===== config.mk =====
export PLATFORM = sky130hd
export DESIGN_NAME = rueg_ctrl
export DESIGN_NICKNAME = d
export VERILOG_FILES = /design/src/rtl/rueg_pkg.sv /design/src/rtl/rueg_ctrl.sv
export SDC_FILE = /design/constraint.sdc
export NUM_CORES = 1
export LEC_CHECK = 0
export BUFFER_PORTS_ARGS = -buffer_cell sky130_fd_sc_hd__buf_2
export CORE_AREA = 2 2 58 60
export DETAILED_ROUTE_END_ITERATION = 7
export DIE_AREA = 0 0 60 62
export HOLD_SLACK_MARGIN = 0.06
export SYNTH_ARGS = -nofsm -noshare
export SYNTH_HDL_FRONTEND = slang
export SYNTH_SLANG_ARGS = --single-unit

===== constraint.sdc =====
create_clock -name clk -period 2.6 [get_ports clk]
set_input_delay 0.52 -clock clk [delete_from_list [all_inputs] [get_ports clk]]
set_output_delay 0.52 -clock clk [all_outputs]
set_load 0.02 [all_outputs]

===== src/rtl/rueg_pkg.sv =====
// ----------------------------------------------------------------------------
// Random unique edge generator package
// Shared constants, datapath command codes and the control/status structs.
// ----------------------------------------------------------------------------
package rueg_pkg;

	localparam int MAX_NODES = 64;
	localparam int MAX_TRIES = 4096;
	localparam int MT_N      = 624;
	localparam int MT_M      = 397;

	localparam int NODE_W = $clog2(MAX_NODES);
	localparam int CNT_W  = $clog2(MAX_NODES + 1);
	localparam int TRY_W  = $clog2(MAX_TRIES + 1);
	localparam int IDX_W  = $clog2(MT_N);
	localparam int EDGE_W = 12;
	localparam int STAT_W = 3;
	localparam int WORD_W = 32;
	localparam int CFGI_W = 2;
	localparam int OP_W   = 5;

	localparam logic [WORD_W-1:0] MT_MULT = 32'd1812433253;
	localparam logic [WORD_W-1:0] MT_MAG  = 32'h9908b0df;

	localparam logic [CNT_W-1:0]  NODE_COUNT_RST   = CNT_W'(64);
	localparam logic [WORD_W-1:0] MAX_DISTANCE_RST = 32'd65536;
	localparam logic [WORD_W-1:0] SEED_VALUE_RST   = 32'd5489;

	localparam logic [CFGI_W-1:0] CFG_NODE_COUNT   = 2'd0;
	localparam logic [CFGI_W-1:0] CFG_MAX_DISTANCE = 2'd1;
	localparam logic [CFGI_W-1:0] CFG_SEED_VALUE   = 2'd2;

	localparam logic [STAT_W-1:0] ST_OK        = 3'd0;
	localparam logic [STAT_W-1:0] ST_TOO_MANY  = 3'd1;
	localparam logic [STAT_W-1:0] ST_BAD_SEED  = 3'd2;
	localparam logic [STAT_W-1:0] ST_DONE      = 3'd3;
	localparam logic [STAT_W-1:0] ST_EXHAUSTED = 3'd4;

	localparam logic OPER_START = 1'b0;

	localparam logic [OP_W-1:0] DP_NOP       = 5'd0;
	localparam logic [OP_W-1:0] DP_CAPTURE   = 5'd1;
	localparam logic [OP_W-1:0] DP_SEED_INIT = 5'd2;
	localparam logic [OP_W-1:0] DP_SEED_WR   = 5'd3;
	localparam logic [OP_W-1:0] DP_SEED_ADD  = 5'd4;
	localparam logic [OP_W-1:0] DP_SET_EDGES = 5'd5;
	localparam logic [OP_W-1:0] DP_KILL      = 5'd6;
	localparam logic [OP_W-1:0] DP_TRY_INIT  = 5'd7;
	localparam logic [OP_W-1:0] DP_TRY       = 5'd8;
	localparam logic [OP_W-1:0] DP_RD0       = 5'd9;
	localparam logic [OP_W-1:0] DP_RD1       = 5'd10;
	localparam logic [OP_W-1:0] DP_RDM       = 5'd11;
	localparam logic [OP_W-1:0] DP_TW        = 5'd12;
	localparam logic [OP_W-1:0] DP_MODI_FROM = 5'd13;
	localparam logic [OP_W-1:0] DP_MODI_TO   = 5'd14;
	localparam logic [OP_W-1:0] DP_MOD_STEP  = 5'd15;
	localparam logic [OP_W-1:0] DP_SET_FROM  = 5'd16;
	localparam logic [OP_W-1:0] DP_SET_TO    = 5'd17;
	localparam logic [OP_W-1:0] DP_BM_RD     = 5'd18;
	localparam logic [OP_W-1:0] DP_BM_WR     = 5'd19;
	localparam logic [OP_W-1:0] DP_MUL       = 5'd20;
	localparam logic [OP_W-1:0] DP_DIV1      = 5'd21;
	localparam logic [OP_W-1:0] DP_DIV2      = 5'd22;
	localparam logic [OP_W-1:0] DP_OUT       = 5'd23;

	typedef struct packed {
		logic [OP_W-1:0]   op;
		logic [STAT_W-1:0] st;
	} cmd_t;

	typedef struct packed {
		logic op_next;
		logic too_many;
		logic seed_zero;
		logic edges_zero;
		logic tries_max;
		logic seed_last;
		logic mod_last;
		logic rem_last;
		logic pair_used;
		logic out_free;
	} stat_t;

	function automatic logic [WORD_W-1:0] temper(input logic [WORD_W-1:0] v);
		logic [WORD_W-1:0] y;
		y = v;
		y = y ^ (y >> 11);
		y = y ^ ((y << 7) & 32'h9d2c5680);
		y = y ^ ((y << 15) & 32'hefc60000);
		y = y ^ (y >> 18);
		return y;
	endfunction

endpackage


===== src/rtl/rueg_ctrl.sv =====
// ----------------------------------------------------------------------------
// Edge generator controller
// Sequences seeding, generator draws, remainders, bitmap checks and results.
// ----------------------------------------------------------------------------
module rueg_ctrl (
	input  logic                clk,
	input  logic                arst_n,
	input  logic                in_valid,
	output logic                in_ready,
	input  rueg_pkg::stat_t     stat,
	output rueg_pkg::cmd_t      cmd
);

	localparam logic [4:0] S_IDLE      = 5'd0;
	localparam logic [4:0] S_DECIDE    = 5'd1;
	localparam logic [4:0] S_SEED_WR   = 5'd2;
	localparam logic [4:0] S_SEED_ADD  = 5'd3;
	localparam logic [4:0] S_SEED_DONE = 5'd4;
	localparam logic [4:0] S_TRY       = 5'd5;
	localparam logic [4:0] S_RD0       = 5'd6;
	localparam logic [4:0] S_RD1       = 5'd7;
	localparam logic [4:0] S_RDM       = 5'd8;
	localparam logic [4:0] S_TW        = 5'd9;
	localparam logic [4:0] S_MODI      = 5'd10;
	localparam logic [4:0] S_MOD       = 5'd11;
	localparam logic [4:0] S_SET_FROM  = 5'd12;
	localparam logic [4:0] S_SET_TO    = 5'd13;
	localparam logic [4:0] S_BM_RD     = 5'd14;
	localparam logic [4:0] S_BM_CHK    = 5'd15;
	localparam logic [4:0] S_MUL       = 5'd16;
	localparam logic [4:0] S_DIV1      = 5'd17;
	localparam logic [4:0] S_DIV2      = 5'd18;
	localparam logic [4:0] S_OUT       = 5'd19;

	localparam logic [1:0] PU_FROM = 2'd0;
	localparam logic [1:0] PU_TO   = 2'd1;
	localparam logic [1:0] PU_DIST = 2'd2;

	logic [4:0]                  state_q, state_d;
	logic [1:0]                  pu_q, pu_d;
	logic [rueg_pkg::STAT_W-1:0] st_q, st_d;

	always_ff @(posedge clk or negedge arst_n) begin
		if (!arst_n) begin
			state_q <= S_IDLE;
			pu_q    <= PU_FROM;
			st_q    <= rueg_pkg::ST_OK;
		end else begin
			state_q <= state_d;
			pu_q    <= pu_d;
			st_q    <= st_d;
		end
	end

	always_comb begin
		state_d  = state_q;
		pu_d     = pu_q;
		st_d     = st_q;
		cmd.op   = rueg_pkg::DP_NOP;
		cmd.st   = st_q;
		in_ready = 1'b0;
		case (state_q)
			S_IDLE: begin
				in_ready = 1'b1;
				if (in_valid) begin
					cmd.op  = rueg_pkg::DP_CAPTURE;
					state_d = S_DECIDE;
				end
			end
			S_DECIDE: begin
				if (!stat.op_next) begin
					if (stat.too_many) begin
						cmd.op  = rueg_pkg::DP_KILL;
						st_d    = rueg_pkg::ST_TOO_MANY;
						state_d = S_OUT;
					end else if (stat.seed_zero) begin
						cmd.op  = rueg_pkg::DP_KILL;
						st_d    = rueg_pkg::ST_BAD_SEED;
						state_d = S_OUT;
					end else begin
						cmd.op  = rueg_pkg::DP_SEED_INIT;
						state_d = S_SEED_WR;
					end
				end else if (stat.edges_zero) begin
					st_d    = rueg_pkg::ST_DONE;
					state_d = S_OUT;
				end else begin
					cmd.op  = rueg_pkg::DP_TRY_INIT;
					state_d = S_TRY;
				end
			end
			S_SEED_WR: begin
				cmd.op  = rueg_pkg::DP_SEED_WR;
				state_d = stat.seed_last ? S_SEED_DONE : S_SEED_ADD;
			end
			S_SEED_ADD: begin
				cmd.op  = rueg_pkg::DP_SEED_ADD;
				state_d = S_SEED_WR;
			end
			S_SEED_DONE: begin
				cmd.op  = rueg_pkg::DP_SET_EDGES;
				st_d    = rueg_pkg::ST_OK;
				state_d = S_OUT;
			end
			S_TRY: begin
				if (stat.tries_max) begin
					cmd.op  = rueg_pkg::DP_KILL;
					st_d    = rueg_pkg::ST_EXHAUSTED;
					state_d = S_OUT;
				end else begin
					cmd.op  = rueg_pkg::DP_TRY;
					pu_d    = PU_FROM;
					state_d = S_RD0;
				end
			end
			S_RD0: begin
				cmd.op  = rueg_pkg::DP_RD0;
				state_d = S_RD1;
			end
			S_RD1: begin
				cmd.op  = rueg_pkg::DP_RD1;
				state_d = S_RDM;
			end
			S_RDM: begin
				cmd.op  = rueg_pkg::DP_RDM;
				state_d = S_TW;
			end
			S_TW: begin
				cmd.op  = rueg_pkg::DP_TW;
				state_d = (pu_q == PU_DIST) ? S_MUL : S_MODI;
			end
			S_MODI: begin
				cmd.op  = (pu_q == PU_FROM) ? rueg_pkg::DP_MODI_FROM : rueg_pkg::DP_MODI_TO;
				state_d = S_MOD;
			end
			S_MOD: begin
				cmd.op = rueg_pkg::DP_MOD_STEP;
				if (stat.mod_last) begin
					state_d = (pu_q == PU_FROM) ? S_SET_FROM : S_SET_TO;
				end
			end
			S_SET_FROM: begin
				cmd.op = rueg_pkg::DP_SET_FROM;
				if (stat.rem_last) begin
					state_d = S_BM_RD;
				end else begin
					pu_d    = PU_TO;
					state_d = S_RD0;
				end
			end
			S_SET_TO: begin
				cmd.op  = rueg_pkg::DP_SET_TO;
				state_d = S_BM_RD;
			end
			S_BM_RD: begin
				cmd.op  = rueg_pkg::DP_BM_RD;
				state_d = S_BM_CHK;
			end
			S_BM_CHK: begin
				if (stat.pair_used) begin
					state_d = S_TRY;
				end else begin
					cmd.op  = rueg_pkg::DP_BM_WR;
					pu_d    = PU_DIST;
					state_d = S_RD0;
				end
			end
			S_MUL: begin
				cmd.op  = rueg_pkg::DP_MUL;
				state_d = S_DIV1;
			end
			S_DIV1: begin
				cmd.op  = rueg_pkg::DP_DIV1;
				state_d = S_DIV2;
			end
			S_DIV2: begin
				cmd.op  = rueg_pkg::DP_DIV2;
				st_d    = rueg_pkg::ST_OK;
				state_d = S_OUT;
			end
			S_OUT: begin
				if (stat.out_free) begin
					cmd.op  = rueg_pkg::DP_OUT;
					state_d = S_IDLE;
				end
			end
			default: begin
				state_d = S_IDLE;
			end
		endcase
	end

endmodule


==> results.md <==
* Max VDD drop at 0.000399 V
* CP Data Required Time at 2.08 ns
* Total number of vias at 1,360
* CP Max Fanout at 14
* Design Area, Final at 0.00141 mm²
* Post-synth EDFFs at 0
* CP peak stage delay at 0.47 ns
* Leak at 0.563 nW
* Syn Inst Count at 156
* Total power at 1.45 mW
* Fin util at 0.444
* Met1 global-route usage at 0.274
* Postcts setup bufs at 0
* Slowest stage cell, crit path: dfrtp_1
* Fillers at 334
* Layout cells sized above 1 at 0.263
* Post-cts resize count at 0
* Post-synth top area share at 0.209
* Most used cell, CP: nand3_1
* DR DRC count at 0
* Sequential-to-total area share from yosys stat at 0.209
* Routed Antenna Nets at 0
* Clock skew at 0.000999 ns
* CTS tree: yes
* Top_reg_cell synth: dfrtp_1
* Final hold vios at 0
* Net Count, Synth at 169
* Crit. End Element: primary output
* First-pass GRT wire length at 5680 µm
* Slew Viols, Final at 0
* Number of inserted diodes at 0
* Placeable Area at 0.00318 mm²
* Startpoint Class: flip-flop
* Synth top cells by count: nor2_1 (12), o21ai_0 (12), dfrtp_1 (10), nor2b_1 (10), a21oi_1 (9)
* Area Growth Syn to Fin at 17.5%
* Worst slew pin tran at 0.520 ns
* Critical path class: reg -> out
* WL final at 3590 µm
* Synth warn at 0
* Clk_lat worst skew at 0.26 ns
* DRT iter0 DRCs at 111
* Core Rows at 21
* First-pass iteration count of the detailed router at 4
* Wire length per cell at 16.0 µm
* Gpl congestion at 0.984
* Max_cap viols at 0
* Critical Path AT at 1.94 ns
* Vias in the first global route at 1,240
* PortBufs at 21
* Final TNS setup at 0 ns
* Num CTS Buffers at 3
* Top Usage Layer GRT: met2
* CTS root buf: clkbuf_4
* Worst-case clock buffer depth at 2
* Mapped Area at 0.00120 mm²
* Crit-path cells: buf_4, nand2b_1, nand3_1, a311o_1, nand3_1, buf_2
* Htree depth at 1
* GRT Util Overall at 0.204
* Syn_area_per_cell at 7.69 µm²
* HPWL after DPL at 2770 µm
* CTS sink count at 10
* Pwr/cell area at 1030 mW/mm²
* Slew headroom at 0.653
* Area leader, netlist: dfrtp_1
* Clock slew at the register clock pins of the worst setup and hold paths at 0.06 ns
* Ys async rst share at 1.00
* Post-synth cell types at 53
* Status: complete, no violations
* Met3 usage in global routing at 0.0435
* # hold bufs at CTS at 0
* Largest net degree at the start of global routing at 18
* Top Ports at 22
* Die Ht at 62 µm
* Top post-synthesis cells by area: dfrtp_1 (21%), nor2b_1 (5.2%), o21ai_0 (5.0%)
* Initial antenna violation count at 0
* Hold Slack at 0.101 ns
* Grt total ovfl at 0
* Die Width at 60 µm
* Final Setup Violations at 0
* Placed instance area at 0.00137 mm²
* Die area at 0.00372 mm²
* RSZ-0062 raised after global routing: false
* Final nets at 193
* Final Cycle Share at 0.944
* Initial Util at 0.377
* Worst hold path class: in -> async
* Fmax at 407 MHz
* Register bit count reported by yosys at 10
* DR vias/cell at 6.04
* M2 GR Usage at 0.332
* Fin crit period at 2.46 ns
[worst paths after layout]
| check | startpoint | end | slack [ns] | cells after the start |
|---|---|---|---|---|
| max reg2reg | state_q[2] | state_q[0] | 0.64 | 5 |
| min in group clk | st_q[2] | st_q[2] | 0.48 | 1 |
| max | state_q[0] | cmd[3] | 0.14 | 6 |
| min | arst_n | pu_q[1] | 0.10 | 1 |
| max in group asynchronous | arst_n | state_q[1] | 2.30 | 1 |
| min reg2reg | st_q[2] | st_q[2] | 0.48 | 1 |
[state kept, by name, summed over array words and instances (netlist names)]
name and count:
pu_q 2, state_q 5, st_q 3
[power by group]
part	leakage [nW]	switching, mW	internal, mW	total [mW]
registers	0.116	0.101	0.215	0.316
clock network	0.0210	0.0528	0.0850	0.138
logic	0.427	0.568	0.428	0.995
[per-layer routing]
metal,share of wire,wire (µm)
met2,0.49,1750
met4,0.010,36
met1,0.44,1570
met5,0,0
met3,0.065,234
[metrics by stage]
step                worst slack (ns)  instances
floorplan                      0.546        156
global placement               0.388        221
detailed placement             0.340        221
CTS                           0.0877        225
global route                  0.0453        225
finish                         0.145        225
[kinds of logic (layout without fill, tap and decap cells)]
family,after synthesis,in the layout,share of synthesized area
AO/OA/AOI/OAI,58,58,0.354
buffers and inverters,20,43,0.0834
AND/OR/NAND/NOR,63,63,0.303
flip-flops,10,10,0.209
multiplexers,5,5,0.0511
[placed cells by master, fill, tap and decap left out, types with 3 or more instances in the layout]
cell / count
a21oi_1: 9
a22oi_1: 5
buf_2: 21
buf_4: 10
clkbuf_4: 3
dfrtp_1: 9
inv_1: 7
nand2_1: 8
nand2b_1: 4
nand3_1: 6
nor2_1: 12
nor2b_1: 10
nor3_1: 5
o21a_1: 3
o21ai_0: 12
o221ai_1: 3
or3_1: 3
[cell type report]
type	count	area (µm²)	area share
Clock buffer	4	36.3	0.0257
Inverter	8	30.0	0.0213
Multi-Input combinational cell	126	855	0.606
Sequential cell	10	251	0.178
Tap cell	46	57.6	0.0408
Timing Repair Buffer	31	180	0.128
[critical path, delay by kind of cell (launching register included)]
kind | cells | cell delay (ns)
flops | 1 | 0.47
simple gates | 3 | 0.44
buf+inv | 2 | 0.40
compound gates | 1 | 0.35
Note: power is estimated with default switching activity, not from simulation.
